--- src/hdl/u2a_pkg.sv ---
// Shared types, constants and character mapping functions for the UTF-8 sanitizer.
`default_nettype none
package u2a_pkg;

    localparam int QDEPTH = 2;
    localparam int QAW    = 1;

    localparam int PADDR_W = 3;

    // register indexes (paddr bit 2)
    localparam logic REG_FALLBACK = 1'b0;
    localparam logic REG_KEEP     = 1'b1;

    localparam logic [7:0] FALLBACK_RST = 8'd63;

    typedef struct packed {
        logic [7:0] in_byte;
        logic       has_byte;
        logic       end_of_text;
    } item_t;

    // head of the front queue as seen by the back end
    typedef struct packed {
        logic  valid;
        item_t item;
    } qhead_t;

    typedef struct packed {
        logic [1:0] n;
        logic [7:0] c0;
        logic [7:0] c1;
        logic [7:0] c2;
    } chars_t;

    // Latin-1 letter stripped to base; low byte zero means a single character
    function automatic logic [15:0] latin1_base(input logic [5:0] i);
        logic [15:0] r;
        unique case (i) inside
            [6'd0:6'd5]:   r = {"A", 8'd0};
            6'd6:          r = "AE";
            6'd7:          r = {"C", 8'd0};
            [6'd8:6'd11]:  r = {"E", 8'd0};
            [6'd12:6'd15]: r = {"I", 8'd0};
            6'd16:         r = {"D", 8'd0};
            6'd17:         r = {"N", 8'd0};
            [6'd18:6'd22]: r = {"O", 8'd0};
            6'd23:         r = {"x", 8'd0};
            6'd24:         r = {"O", 8'd0};
            [6'd25:6'd28]: r = {"U", 8'd0};
            6'd29:         r = {"Y", 8'd0};
            6'd30:         r = "Th";
            6'd31:         r = "ss";
            [6'd32:6'd37]: r = {"a", 8'd0};
            6'd38:         r = "ae";
            6'd39:         r = {"c", 8'd0};
            [6'd40:6'd43]: r = {"e", 8'd0};
            [6'd44:6'd47]: r = {"i", 8'd0};
            6'd48:         r = {"d", 8'd0};
            6'd49:         r = {"n", 8'd0};
            [6'd50:6'd54]: r = {"o", 8'd0};
            6'd55:         r = {"/", 8'd0};
            6'd56:         r = {"o", 8'd0};
            [6'd57:6'd60]: r = {"u", 8'd0};
            6'd61:         r = {"y", 8'd0};
            6'd62:         r = "th";
            default:       r = {"y", 8'd0};
        endcase
        return r;
    endfunction

    // map one valid code point to zero to three ASCII characters
    function automatic chars_t map_cp(input logic [20:0] cp, input logic [7:0] fb);
        chars_t      r;
        logic [15:0] l;
        r = '0;
        l = latin1_base(cp[5:0]);
        priority if (cp == 21'h0A) begin
            r.n = 2'd1; r.c0 = 8'h0A;
        end
        else if (cp == 21'h09) begin
            r.n = 2'd1; r.c0 = " ";
        end
        else if (cp < 21'h20 || cp == 21'h7F) begin
            r.n = 2'd0;
        end
        else if (cp <= 21'h7E) begin
            r.n = 2'd1; r.c0 = cp[7:0];
        end
        else if (cp == 21'hA0) begin
            r.n = 2'd1; r.c0 = " ";
        end
        else if (cp == 21'hAB || cp == 21'hBB || cp == 21'h201C || cp == 21'h201D ||
                 cp == 21'h201E || cp == 21'h2033) begin
            r.n = 2'd1; r.c0 = "\"";
        end
        else if (cp == 21'h2018 || cp == 21'h2019 || cp == 21'h201A ||
                 cp == 21'h2032) begin
            r.n = 2'd1; r.c0 = "'";
        end
        else if ((cp >= 21'h2010 && cp <= 21'h2015) || cp == 21'h2212 ||
                 cp == 21'h2022 || cp == 21'hB7) begin
            r.n = 2'd1; r.c0 = "-";
        end
        else if (cp == 21'h2026) begin
            r.n = 2'd3; r.c0 = "."; r.c1 = "."; r.c2 = ".";
        end
        else if (cp == 21'hB0) begin
            r.n = 2'd1; r.c0 = "*";
        end
        else if (cp >= 21'hC0 && cp <= 21'hFF) begin
            r.c0 = l[15:8];
            r.c1 = l[7:0];
            r.n  = (l[7:0] != 8'd0) ? 2'd2 : 2'd1;
        end
        else if ((cp >= 21'h300 && cp <= 21'h36F) || (cp >= 21'h200B && cp <= 21'h200F) ||
                 (cp >= 21'hFE00 && cp <= 21'hFE0F) || cp == 21'hFEFF ||
                 (cp >= 21'h1F3FB && cp <= 21'h1F3FF)) begin
            r.n = 2'd0;
        end
        else begin
            r.n = 2'd1; r.c0 = fb;
        end
        return r;
    endfunction

endpackage
`default_nettype wire

--- src/hdl/u2a_if.sv ---
// Valid/ready channel interfaces for input bytes and output characters.
`default_nettype none
interface u2a_in_if;
    logic       valid;
    logic       ready;
    logic [7:0] in_byte;
    logic       has_byte;
    logic       end_of_text;
    modport source (output valid, in_byte, has_byte, end_of_text, input ready);
    modport sink   (input valid, in_byte, has_byte, end_of_text, output ready);
endinterface

interface u2a_out_if;
    logic       valid;
    logic       ready;
    logic [7:0] out_char;
    logic       char_present;
    logic       text_done;
    logic [1:0] pending_bytes;
    modport source (output valid, out_char, char_present, text_done, pending_bytes,
                    input ready);
    modport sink   (input valid, out_char, char_present, text_done, pending_bytes,
                    output ready);
endinterface
`default_nettype wire

--- src/hdl/u2a_front.sv ---
// Front end: accept requests, drop empty ones, queue the rest for the back end.
`default_nettype none
module u2a_front (
    input  wire logic        clk,
    input  wire logic        rst_n,
    u2a_in_if.sink           in_ch,
    output u2a_pkg::qhead_t  head,
    input  wire logic        pop
);
    import u2a_pkg::*;

    item_t            q_mem [QDEPTH];
    logic [QAW-1:0]   wr_reg, wr_next;
    logic [QAW-1:0]   rd_reg, rd_next;
    logic [QAW:0]     cnt_reg, cnt_next;
    logic             take, push, do_pop;

    assign in_ch.ready = (cnt_reg != QDEPTH[QAW:0]);
    assign take   = in_ch.valid && in_ch.ready;
    // an item with no byte and no end marker has no effect
    assign push   = take && (in_ch.has_byte || in_ch.end_of_text);
    assign do_pop = pop && (cnt_reg != '0);

    assign head.valid = (cnt_reg != '0);
    assign head.item  = q_mem[rd_reg];

    always_comb
    begin
        wr_next  = push   ? wr_reg + 1'b1 : wr_reg;
        rd_next  = do_pop ? rd_reg + 1'b1 : rd_reg;
        cnt_next = cnt_reg + {{QAW{1'b0}}, push} - {{QAW{1'b0}}, do_pop};
    end

    always_ff @(posedge clk or negedge rst_n)
    begin
        if (!rst_n)
        begin
            wr_reg  <= '0;
            rd_reg  <= '0;
            cnt_reg <= '0;
        end
        else
        begin
            wr_reg  <= wr_next;
            rd_reg  <= rd_next;
            cnt_reg <= cnt_next;
        end
    end

    always_ff @(posedge clk)
    begin
        if (push)
        begin
            q_mem[wr_reg] <= '{in_byte: in_ch.in_byte, has_byte: in_ch.has_byte,
                               end_of_text: in_ch.end_of_text};
        end
    end

endmodule
`default_nettype wire

--- src/hdl/u2a_back.sv ---
// Back end: pending buffer, strict decode, mapping and result sequencing.
`default_nettype none
module u2a_back (
    input  wire logic        clk,
    input  wire logic        rst_n,
    input  wire u2a_pkg::qhead_t head,
    output logic             pop,
    input  wire logic [7:0]  fallback_char,
    input  wire logic        keep_tail,
    u2a_out_if.source        out_ch
);
    import u2a_pkg::*;

    localparam logic [2:0] S_IDLE = 3'd0;
    localparam logic [2:0] S_SCAN = 3'd1;
    localparam logic [2:0] S_MAP  = 3'd2;
    localparam logic [2:0] S_EMIT = 3'd3;
    localparam logic [2:0] S_TAIL = 3'd4;
    localparam logic [2:0] S_DONE = 3'd5;

    logic [2:0]  state_reg, state_next;
    logic [7:0]  buf_reg [4];
    logic [7:0]  buf_next [4];
    logic [2:0]  count_reg, count_next;
    logic        eot_reg, eot_next;
    logic [20:0] cp_reg, cp_next;
    logic        usefb_reg, usefb_next;
    chars_t      chars_reg, chars_next;
    logic [1:0]  idx_reg, idx_next;

    logic        ov_reg, ov_next;
    logic [7:0]  oc_reg, oc_next;
    logic        op_reg, op_next;
    logic        od_reg, od_next;
    logic [1:0]  opn_reg, opn_next;
    logic        free;

    // decode of the buffer head
    logic [7:0]  b0;
    logic [2:0]  need;
    logic        is_ascii, is_lead, cont_ok, cp_bad;
    logic [20:0] cp_dec, mincp;
    logic [2:0]  drop;
    chars_t      mapped;

    assign free = !ov_reg || out_ch.ready;
    assign b0   = buf_reg[0];

    always_comb
    begin
        is_ascii = (b0 < 8'h80);
        is_lead  = 1'b1;
        need     = 3'd1;
        cp_dec   = {13'd0, b0};
        mincp    = '0;
        priority if (b0 >= 8'hC2 && b0 <= 8'hDF)
        begin
            need   = 3'd2;
            cp_dec = {10'd0, b0[4:0], buf_reg[1][5:0]};
            mincp  = 21'h80;
        end
        else if (b0 >= 8'hE0 && b0 <= 8'hEF)
        begin
            need   = 3'd3;
            cp_dec = {5'd0, b0[3:0], buf_reg[1][5:0], buf_reg[2][5:0]};
            mincp  = 21'h800;
        end
        else if (b0 >= 8'hF0 && b0 <= 8'hF4)
        begin
            need   = 3'd4;
            cp_dec = {b0[2:0], buf_reg[1][5:0], buf_reg[2][5:0], buf_reg[3][5:0]};
            mincp  = 21'h10000;
        end
        else
        begin
            is_lead = 1'b0;
        end
        cont_ok = ((need < 3'd2) || (buf_reg[1][7:6] == 2'b10)) &&
                  ((need < 3'd3) || (buf_reg[2][7:6] == 2'b10)) &&
                  ((need < 3'd4) || (buf_reg[3][7:6] == 2'b10));
        cp_bad  = (cp_dec < mincp) || (cp_dec > 21'h10FFFF) ||
                  (cp_dec >= 21'hD800 && cp_dec <= 21'hDFFF);
    end

    assign mapped = map_cp(cp_reg, fallback_char);

    always_comb
    begin
        state_next = state_reg;
        buf_next   = buf_reg;
        count_next = count_reg;
        eot_next   = eot_reg;
        cp_next    = cp_reg;
        usefb_next = usefb_reg;
        chars_next = chars_reg;
        idx_next   = idx_reg;
        pop        = 1'b0;
        drop       = 3'd0;
        ov_next    = ov_reg && !out_ch.ready;
        oc_next    = oc_reg;
        op_next    = op_reg;
        od_next    = od_reg;
        opn_next   = opn_reg;

        unique case (state_reg)
            S_IDLE:
            begin
                if (head.valid)
                begin
                    pop      = 1'b1;
                    eot_next = head.item.end_of_text;
                    if (head.item.has_byte)
                    begin
                        buf_next[count_reg[1:0]] = head.item.in_byte;
                        count_next = count_reg + 3'd1;
                        state_next = S_SCAN;
                    end
                    else
                    begin
                        state_next = S_TAIL;
                    end
                end
            end
            S_SCAN:
            begin
                if (count_reg == 3'd0)
                begin
                    state_next = S_TAIL;
                end
                else if (is_ascii)
                begin
                    cp_next = cp_dec; usefb_next = 1'b0; drop = 3'd1;
                    state_next = S_MAP;
                end
                else if (!is_lead)
                begin
                    usefb_next = 1'b1; drop = 3'd1;
                    state_next = S_MAP;
                end
                else if (count_reg < need)
                begin
                    state_next = S_TAIL;
                end
                else if (!cont_ok)
                begin
                    // rescan from the byte after the lead
                    usefb_next = 1'b1; drop = 3'd1;
                    state_next = S_MAP;
                end
                else
                begin
                    cp_next = cp_dec; usefb_next = cp_bad; drop = need;
                    state_next = S_MAP;
                end
                unique case (drop)
                    3'd1:
                    begin
                        buf_next[0] = buf_reg[1];
                        buf_next[1] = buf_reg[2];
                        buf_next[2] = buf_reg[3];
                    end
                    3'd2:
                    begin
                        buf_next[0] = buf_reg[2];
                        buf_next[1] = buf_reg[3];
                    end
                    3'd3: buf_next[0] = buf_reg[3];
                    default: ;
                endcase
                count_next = count_reg - drop;
            end
            S_MAP:
            begin
                chars_next = usefb_reg ? chars_t'{n: 2'd1, c0: fallback_char,
                                                 c1: 8'd0, c2: 8'd0} : mapped;
                idx_next   = 2'd0;
                state_next = (chars_next.n == 2'd0) ? S_SCAN : S_EMIT;
            end
            S_EMIT:
            begin
                if (free)
                begin
                    ov_next  = 1'b1;
                    op_next  = 1'b1;
                    od_next  = 1'b0;
                    opn_next = 2'd0;
                    unique case (idx_reg)
                        2'd0:    oc_next = chars_reg.c0;
                        2'd1:    oc_next = chars_reg.c1;
                        default: oc_next = chars_reg.c2;
                    endcase
                    if (idx_reg == chars_reg.n - 2'd1)
                        state_next = S_SCAN;
                    else
                        idx_next = idx_reg + 2'd1;
                end
            end
            S_TAIL:
            begin
                if (!eot_reg)
                begin
                    state_next = S_IDLE;
                end
                else if (free)
                begin
                    ov_next    = 1'b1;
                    count_next = 3'd0;
                    if (count_reg != 3'd0 && !keep_tail)
                    begin
                        oc_next = fallback_char; op_next = 1'b1;
                        od_next = 1'b0; opn_next = 2'd0;
                        state_next = S_DONE;
                    end
                    else
                    begin
                        oc_next = 8'd0; op_next = 1'b0; od_next = 1'b1;
                        opn_next = keep_tail ? count_reg[1:0] : 2'd0;
                        state_next = S_IDLE;
                    end
                end
            end
            S_DONE:
            begin
                if (free)
                begin
                    ov_next = 1'b1; oc_next = 8'd0; op_next = 1'b0;
                    od_next = 1'b1; opn_next = 2'd0;
                    state_next = S_IDLE;
                end
            end
            default: state_next = S_IDLE;
        endcase
    end

    always_ff @(posedge clk or negedge rst_n)
    begin
        if (!rst_n)
        begin
            state_reg <= S_IDLE;
            count_reg <= '0;
            ov_reg    <= 1'b0;
        end
        else
        begin
            state_reg <= state_next;
            count_reg <= count_next;
            ov_reg    <= ov_next;
        end
    end

    always_ff @(posedge clk)
    begin
        buf_reg   <= buf_next;
        eot_reg   <= eot_next;
        cp_reg    <= cp_next;
        usefb_reg <= usefb_next;
        chars_reg <= chars_next;
        idx_reg   <= idx_next;
        oc_reg    <= oc_next;
        op_reg    <= op_next;
        od_reg    <= od_next;
        opn_reg   <= opn_next;
    end

    assign out_ch.valid         = ov_reg;
    assign out_ch.out_char      = oc_reg;
    assign out_ch.char_present  = op_reg;
    assign out_ch.text_done     = od_reg;
    assign out_ch.pending_bytes = opn_reg;

endmodule
`default_nettype wire

--- src/hdl/utf8_to_ascii_sanitizer.sv ---
// Top level of the UTF-8 to ASCII sanitizer: config registers, front and back ends.
//
// Usage:
//   in_ch  takes one request per byte: in_byte, has_byte, end_of_text.
//          A request with neither a byte nor an end mark is dropped.
//   out_ch gives one item per output character (char_present=1) and,
//          after each end of text, one done item (text_done=1) carrying
//          pending_bytes when keep_tail is set and the text ended mid-sequence.
//   APB:   fallback_char at 0x0, keep_tail at 0x4; write only while idle.
// Sequencing:
//   A request is written into the queue and reaches the back end from its head.
//   Each byte is then appended, goes through a scan that finds nothing complete
//   and a tail check; each decoded sequence adds a scan and a map step plus an
//   emit step per output character, and an end of text adds a step per closing
//   result. The back end finishes one byte before it pops the next request.
//   A two-entry queue lets the front keep taking requests while the back
//   end works; one output register holds a result until the sink takes it.
// Reset: queue empty, pending buffer empty, registers back to '?' and 0.
// Stall: when a result waits and out_ch.ready is low the back end holds before
//   its next result; once the queue is full in_ch.ready drops.
`default_nettype none
module utf8_to_ascii_sanitizer (
    input  wire logic                          clk,
    input  wire logic                          rst_n,
    u2a_in_if.sink                             in_ch,
    u2a_out_if.source                          out_ch,
    input  wire logic                          psel,
    input  wire logic                          penable,
    input  wire logic                          pwrite,
    input  wire logic [u2a_pkg::PADDR_W-1:0]   paddr,
    input  wire logic [31:0]                   pwdata,
    output logic [31:0]                        prdata,
    output logic                               pready
);
    import u2a_pkg::*;

    logic [7:0] fallback_reg, fallback_next;
    logic       keep_reg, keep_next;
    logic       wr_en;
    qhead_t     head;
    logic       pop;

    // registers are written on the access phase of an APB write
    assign pready = 1'b1;
    assign wr_en  = psel && penable && pwrite && pready;

    always_comb
    begin
        fallback_next = fallback_reg;
        keep_next     = keep_reg;
        if (wr_en)
        begin
            unique case (paddr[2])
                REG_FALLBACK: fallback_next = pwdata[7:0];
                REG_KEEP:     keep_next     = pwdata[0];
                default: ;
            endcase
        end
    end

    always_ff @(posedge clk or negedge rst_n)
    begin
        if (!rst_n)
        begin
            fallback_reg <= FALLBACK_RST;
            keep_reg     <= 1'b0;
        end
        else
        begin
            fallback_reg <= fallback_next;
            keep_reg     <= keep_next;
        end
    end

    assign prdata = (paddr[2] == REG_KEEP) ? {31'd0, keep_reg} : {24'd0, fallback_reg};

    // accept and queue requests
    u2a_front u_front (
        .clk   (clk),
        .rst_n (rst_n),
        .in_ch (in_ch),
        .head  (head),
        .pop   (pop)
    );

    // decode, map and emit results
    u2a_back u_back (
        .clk           (clk),
        .rst_n         (rst_n),
        .head          (head),
        .pop           (pop),
        .fallback_char (fallback_reg),
        .keep_tail     (keep_reg),
        .out_ch        (out_ch)
    );

endmodule
`default_nettype wire

--- src/flat_wrapper.sv ---
// flat-port wrapper written by rule: the top's interface ports become plain ports
module utf8_to_ascii_sanitizer_flat import u2a_pkg::*;
  (clk, rst_n, psel, penable, pwrite, paddr, pwdata, prdata, pready, in_ch_valid, in_ch_in_byte, in_ch_has_byte, in_ch_end_of_text, in_ch_ready, out_ch_valid, out_ch_out_char, out_ch_char_present, out_ch_text_done, out_ch_pending_bytes, out_ch_ready);
  u2a_in_if in_ch_i ();
  u2a_out_if out_ch_i ();
  input  wire logic clk;
  input  wire logic rst_n;
  input  wire logic psel;
  input  wire logic penable;
  input  wire logic pwrite;
  input  wire logic [u2a_pkg::PADDR_W-1:0] paddr;
  input  wire logic [31:0] pwdata;
  output logic [31:0] prdata;
  output logic pready;
  input wire logic [$bits(in_ch_i.valid)-1:0] in_ch_valid;
  input wire logic [$bits(in_ch_i.in_byte)-1:0] in_ch_in_byte;
  input wire logic [$bits(in_ch_i.has_byte)-1:0] in_ch_has_byte;
  input wire logic [$bits(in_ch_i.end_of_text)-1:0] in_ch_end_of_text;
  output wire logic [$bits(in_ch_i.ready)-1:0] in_ch_ready;
  output wire logic [$bits(out_ch_i.valid)-1:0] out_ch_valid;
  output wire logic [$bits(out_ch_i.out_char)-1:0] out_ch_out_char;
  output wire logic [$bits(out_ch_i.char_present)-1:0] out_ch_char_present;
  output wire logic [$bits(out_ch_i.text_done)-1:0] out_ch_text_done;
  output wire logic [$bits(out_ch_i.pending_bytes)-1:0] out_ch_pending_bytes;
  input wire logic [$bits(out_ch_i.ready)-1:0] out_ch_ready;
  assign in_ch_i.valid = in_ch_valid;
  assign in_ch_i.in_byte = in_ch_in_byte;
  assign in_ch_i.has_byte = in_ch_has_byte;
  assign in_ch_i.end_of_text = in_ch_end_of_text;
  assign in_ch_ready = in_ch_i.ready;
  assign out_ch_valid = out_ch_i.valid;
  assign out_ch_out_char = out_ch_i.out_char;
  assign out_ch_char_present = out_ch_i.char_present;
  assign out_ch_text_done = out_ch_i.text_done;
  assign out_ch_pending_bytes = out_ch_i.pending_bytes;
  assign out_ch_i.ready = out_ch_ready;
  utf8_to_ascii_sanitizer u_core (.clk(clk), .rst_n(rst_n), .in_ch(in_ch_i), .out_ch(out_ch_i), .psel(psel), .penable(penable), .pwrite(pwrite), .paddr(paddr), .pwdata(pwdata), .prdata(prdata), .pready(pready));
endmodule
--- config.mk ---
export PLATFORM = sky130hd
export DESIGN_NAME = utf8_to_ascii_sanitizer_flat
export DESIGN_NICKNAME = d
export VERILOG_FILES = /design/src/hdl/u2a_pkg.sv /design/src/hdl/u2a_if.sv /design/src/hdl/u2a_front.sv /design/src/hdl/u2a_back.sv /design/src/hdl/utf8_to_ascii_sanitizer.sv /design/src/flat_wrapper.sv
export SDC_FILE = /design/constraint.sdc
export NUM_CORES = 1
export LEC_CHECK = 0
export ABC_AREA = 1
export BUFFER_PORTS_ARGS = -buffer_cell sky130_fd_sc_hd__buf_4
export CAP_MARGIN = 20
export CORE_ASPECT_RATIO = 1.75
export CORE_MARGIN = 8
export CORE_UTILIZATION = 45
export DETAILED_ROUTE_END_ITERATION = 8
export GPL_TIMING_DRIVEN = 0
export PLACE_DENSITY = 0.61
export SLEW_MARGIN = 40
export SYNTH_ARGS = -nofsm -noshare
export SYNTH_HDL_FRONTEND = slang
export SYNTH_SLANG_ARGS = --single-unit
--- constraint.sdc ---
create_clock -name clk -period 7.1 [get_ports clk]
set_clock_uncertainty 0.05 [all_clocks]
set_input_delay 1.42 -clock clk [delete_from_list [all_inputs] [get_ports clk]]
set_output_delay 1.42 -clock clk [all_outputs]
set_load 0.02 [all_outputs]
After elaboration in Yosys (flattened, before gate mapping)
Memory sizes are Yosys's and may differ from the RTL's.
Cells that the tools add are included.
{"block": "totals", "register_bits": 115, "ramBits": 20, "elab_cells": 356, "mem_count": 1}
{"block": "classes", "add_sub_neg": 8, "magnitude_cmp": 51, "n_eq_ne": 65, "mux": 113, "n_bitwise": 4, "reduce_logical": 89}
{"name": "u_core.u_front.q_mem", "depth": 2, "width": 10, "read_ports": 1, "rd_clocked_by_memory_dff": 0, "write_ports": 1, "line": "u2a_front.sv:12", "text": "item_t q_mem [QDEPTH];"}
{"op": "case mux 15 bit (24 select lines)", "n": 1}
{"op": "== test 21 x 14 -> 1 bit, second input constant", "n": 11}
{"op": "two-way mux 21 bit", "n": 8}
{"op": "two-way mux 16 bit", "n": 7}
{"op": "== test 21 x 8 -> 1 bit, second input constant", "n": 5}
{"op": "two-way mux 10 bit", "n": 9}
{"op": "two-way mux 8 bit", "n": 11}
{"op": "two-way mux 3 bit", "n": 24}
{"op": "two-way mux 32 bit", "n": 2}
{"op": "case mux 24 bit (2 select lines)", "n": 1}
{"op": "case mux 8 bit (3 select lines)", "n": 2}
{"op": "== test 21 x 4 -> 1 bit, second input constant", "n": 2}
{"op": "== test 6 x 5 -> 1 bit, second input constant", "n": 7}
{"op": "== test 6 bit, second input constant", "n": 7}
{"op": "greater-or-equal comparator 21 x 14 -> 1 bit, second input constant", "n": 2}
{"op": "greater-or-equal comparator 21 x 16 -> 1 bit, second input constant", "n": 2}
{"op": "less-or-equal comparator 21 x 14 -> 1 bit, second input constant", "n": 2}
{"op": "less-or-equal comparator 21 x 16 -> 1 bit, second input constant", "n": 2}
{"op": "two-way mux 17 bit", "n": 2}
{"op": "bitwise mux 32 bit", "n": 1}
{"op": "case mux 8 bit (2 select lines)", "n": 2}
{"op": "greater-or-equal comparator 6 bit, second input constant", "n": 5}
{"op": "less-or-equal comparator 6 bit, second input constant", "n": 5}
{"op": "logical AND 1 bit", "n": 30}
{"op": "73 further kinds", "n": 180}

Depth between registers and ports, before layout
{"block": "logic_depth", "depth_word": 22, "depth_mapped": 20}

Hierarchy
A second synthesis with hierarchy kept.
{"block": "unflattened", "hier_cells": 1007, "area_unflattened_um2": 8091.5}
{"mod": "u2a_back", "instances": 1, "cells_per_inst": 837, "area_each_um2": 6451.2, "seq_area_each_um2": 2787.7}
{"mod": "u2a_front", "instances": 1, "cells_per_inst": 83, "area_each_um2": 989.7, "seq_area_each_um2": 700.7}
{"mod": "utf8_to_ascii_sanitizer", "instances": 1, "cells_per_inst": 87, "area_each_um2": 650.6, "seq_area_each_um2": 232.7}

Worst setup path before layout
Ideal clock, no wire load.
{"block": "synth_path", "path_type": "register to register", "start": "register u_core.u_back.buf_reg, in the netlist u_core.u_back.b0[1]", "end": "register u_core.u_back.cp_reg[0], enable pin", "setup_time_ns": 0.514, "t_arrival_ns": 5.116, "t_required_ns": 6.536, "setup_slack_ns": 1.420, "path_stages_with_launch": 10, "path_buffers": 2, "period_less_slack_ns": 5.680, "cell_sequence": "edfxtp_1 o21ai_1 nand3_4 clkbuf_1 buf_1 ha_1 nand3_1 nand2_2 o21ai_0 a2111oi_0"}
{"block": "synth_between", "elab_chain_len": 11, "word_cells_on_any_way": 29, "cone_classes": "11 x order compare; 1 x eq/ne; 6 x mux; 11 x reduce/logical"}
{"item": "from (decl)", "line": "u2a_back.sv:22", "text": "logic [7:0] buf_reg [4];"}
{"item": "from (signal assigned)", "line": "u2a_back.sv:253", "text": "buf_reg <= buf_next;"}
{"item": "greater-or-equal comparator 8 bit / less-or-equal comparator 8 bit (equally long branches)", "line": "u2a_back.sv:68", "text": "else if (b0 >= 8'hF0 && b0 <= 8'hF4)"}
{"item": "logical AND 1 bit", "line": "u2a_back.sv:68"}
{"item": "two-way mux 3 bit", "line": "u2a_back.sv:68"}
{"item": "two-way mux 3 bit", "line": "u2a_back.sv:62", "text": "else if (b0 >= 8'hE0 && b0 <= 8'hEF)"}
{"item": "two-way mux 3 bit", "line": "u2a_back.sv:56", "text": "priority if (b0 >= 8'hC2 && b0 <= 8'hDF)"}
{"item": "< comparator 3 x 2 -> 1 bit, on equally long branches", "line": "u2a_back.sv:78, u2a_back.sv:79"}
{"item": "logical OR 1 bit, on equally long branches", "line": "u2a_back.sv:78, u2a_back.sv:79"}
{"item": "logical AND 1 bit", "line": "u2a_back.sv:78", "text": "cont_ok = ((need < 3'd2) || (buf_reg[1][7:6] == 2'b10)) &&"}
{"item": "logical AND 1 bit", "line": "u2a_back.sv:79", "text": "((need < 3'd3) || (buf_reg[2][7:6] == 2'b10)) &&"}
{"item": "nonzero test 2 bit (no line)"}
{"item": "AND reduction 5 bit (no line) *"}
{"item": "to (signal assigned)", "line": "u2a_back.sv:255", "text": "cp_reg <= cp_next;"}
{"item": "to (decl)", "line": "u2a_back.sv:26", "text": "logic [20:0] cp_reg, cp_next;"}
Mark *: on every way between the ends. The rest lies on a longest branch, timed or not.
A chain may end at the register's enable or synchronous reset.

Worst setup path after layout
{"block": "layout_path", "start": "register u_core.u_back.buf_reg, in the netlist u_core.u_back.b0[7]", "end": "register u_core.u_back.cp_reg[17], enable pin"}
The elaborated chain is that of the path after synthesis.

==> out/metrics.cfg <==
[timing]
layout_setup_ws_ps = 2790
hold_viol = 0
finalSetupTns_ps = 0
fin_crit_ps = 4310
rsz0062_at_grt = false
period_share = 0.608
worstMarginPinSlew_ps = 811
fmax_mhz = 232
max_slew_margin = 0.458
final_max_slew_viol_count = 0
final-setup-viol-count = 0

[final_layout]
regArea_um2 = 3720
multiInputGateArea_um2 = 3510
drive_gt1_frac = 0.175
fill_cells = 1666
nets = 1141
largest_reg_flops = 24
syn_to_final_growth_pct = 19.0
antenna_cells = 0

[place]
preCtsSetupSlack_ps = 2750
io_buffers = 47
hpwl_um = 18600
place.gp.congestion = 0.970

[clock_tree]
cts_num_sinks = 127
path_clk_slew_ps = 60
postCtsResizedCells = 0
cts_buffer_depth = 2
clk_latency_ps = 430
htreeDepth = 4
numCtsBuffers = 17
cts_hold_buf = 0
cts_setup_buffers = 0
clockRootBuffer = clkbuf_16
cts_tree = done

[floorplan]
die_height_um = 192
die-width_um = 117
initial_utilization = 0.458
io_pins = 99
dieArea_um2 = 22400
fp.coreArea_um2 = 17400
rows = 64

[route]
route.vias.total = 7094
drc = 0
antenna_left = 0
viasPerCell = 5.36
totalWireLength_um = 23200
routedWlPerCell_um = 17.5
drt-pass1-iter-count = 5
drt_iter0_drc = 466

[critical_path]
crit_family = buffers and inverters
critPathMaxStageDelay_ps = 540
cp_common_cell = clkdlybuf4s15_2
worstPathRequired_ps = 7180
cp.arrival_ps = 4400
path_class = flop to flop
cp_slowest_cell = buf_1
startpoint_type = flop
critPathBufInv = 6
path_cells = nand2_2, nor2_4, nand3_4, clkbuf_1, buf_1, ha_1, nand3_1, nand2_2, o21ai_0, a2111oi_2, clkdlybuf4s15_2, clkdlybuf4s15_2, clkdlybuf4s15_2, clkdlybuf4s18_2
cp_max_fo = 11
end_kind = flop

[status]
status = completed

[yosys]
synthFlopType = edfxtp_1
synth_common_cells = 194 x nand2_1, 131 x nor2_1, 130 x inv_1
synth_seq_cells = 127
synth_area_leader_cell = edfxtp_1
seq_area_frac_synth = 0.467
synth_cells = 981
synth_area_per_cell_um2 = 8.12
synth_cell_types = 58
synth_area_leaders = edfxtp_1 40%, nand2_1 9.1%, nor2_1 6.2%, inv_1 6.1%, dfrtp_1 4.4%
synth_top_area_frac = 0.404
synth.cell_area_um2 = 7960
ys_warn_count = 0
synth-edff-count = 107
yosysMostFrequentCell = nand2_1
async_flop_share = 0.157

[global_route]
grt_pass1_wl_um = 36900
busiest_layer = met2
grt_overflow = 0
grt.total_usage = 0.218
grt_pass1_vias = 7252
gr-usage-met2 = 0.428
use_met3 = 0.0362
antenna_found_initial = 0
met1_usage = 0.194
grt_max_degree = 21

[pwr]
powerDensity_nw_per_um2 = 420
power.leakage_nw = 4.19
ir_worst_vdd_v = 0.000259

[hold_path]
hold_class = flop to flop

[flow_run]
drv_cap = 0

[where the power goes]
group	internal (mW)	total, mW	switching (mW)
sequential	1.18	1.33	0.150
clock	0.664	1.00	0.337
combinational	0.510	1.65	1.14
[kinds of logic after synthesis]
logic type | after synthesis | share of synthesized area
AO/OA/AOI/OAI | 179 | 0.138
XOR/XNOR | 7 | 0.00770
adder cells (fa/ha/maj) | 10 | 0.0167
buffers and inverters | 190 | 0.107
flip-flops | 127 | 0.467
multiplexers | 1 | 0.00126
other | 2 | 0.000943
AND/OR/NAND/NOR | 465 | 0.261
[final cells by class]
type / count / area share
Buffer: 46 / 0.0325
Clock buffer: 17 / 0.0449
Clock inverter: 15 / 0.0271
Inverter: 144 / 0.0573
Multi-Input combinational cell: 687 / 0.370
Sequential cell: 127 / 0.393
Tap cell: 231 / 0.0305
Timing Repair Buffer: 56 / 0.0448
[through the flow]
stage / power [mW] / hold slack (ps) / instances / util / instance area (um2)
after floorplan: 2.44 / 420 / 1004 / - / 8050
after CTS: 3.99 / 455 / 1323 / 0.545 / 9470
after global placement: 2.93 / 430 / 1282 / 0.500 / 8690
after global routing: 4.23 / 481 / 1323 / 0.545 / 9470
final: 3.98 / 450 / 1323 / 0.545 / 9470
after detailed placement: 2.98 / 443 / 1291 / 0.506 / 8790
[metal layers]
layer	vias up	wire, um
met1	3322	7610
met4	0	1330
li1	3473	-
met2	212	13400
met3	87	860
met5	-	0
[tightest hold or removal path, stage by stage, from the launching register on]
cell	delay [ps]
dfstp_2	370
nand2_1	50
o21ai_0	70
[layout by cell type (no fill, tap or decap), types with 17 or more instances in the layout]
cell type	count
buf_4	75
nand3_1	60
o21ai_0	54
nand2_1	194
a21oi_1	34
nor2_1	129
edfxtp_1	107
o22ai_1	21
clkbuf_16	17
o21ai_1	17
conb_1	25
inv_1	130
[final timing paths]
path	cells past startpoint	from	slack, ps	end
hold / removal	2	u_core.fallback_reg[0]	450	u_core.fallback_reg[0]
setup reg to reg	14	u_core.u_back.b0[7]	2790	u_core.u_back.cp_reg[17]
hold reg to reg	2	u_core.fallback_reg[0]	450	u_core.fallback_reg[0]
min in group asynchronous	1	rst_n	820	u_core.u_back.count_reg[2]
setup / recovery	14	u_core.u_back.b0[7]	2790	u_core.u_back.cp_reg[17]
max in group asynchronous	1	rst_n	5890	u_core.fallback_reg[2]
Power figures use the tool's default switching activity.
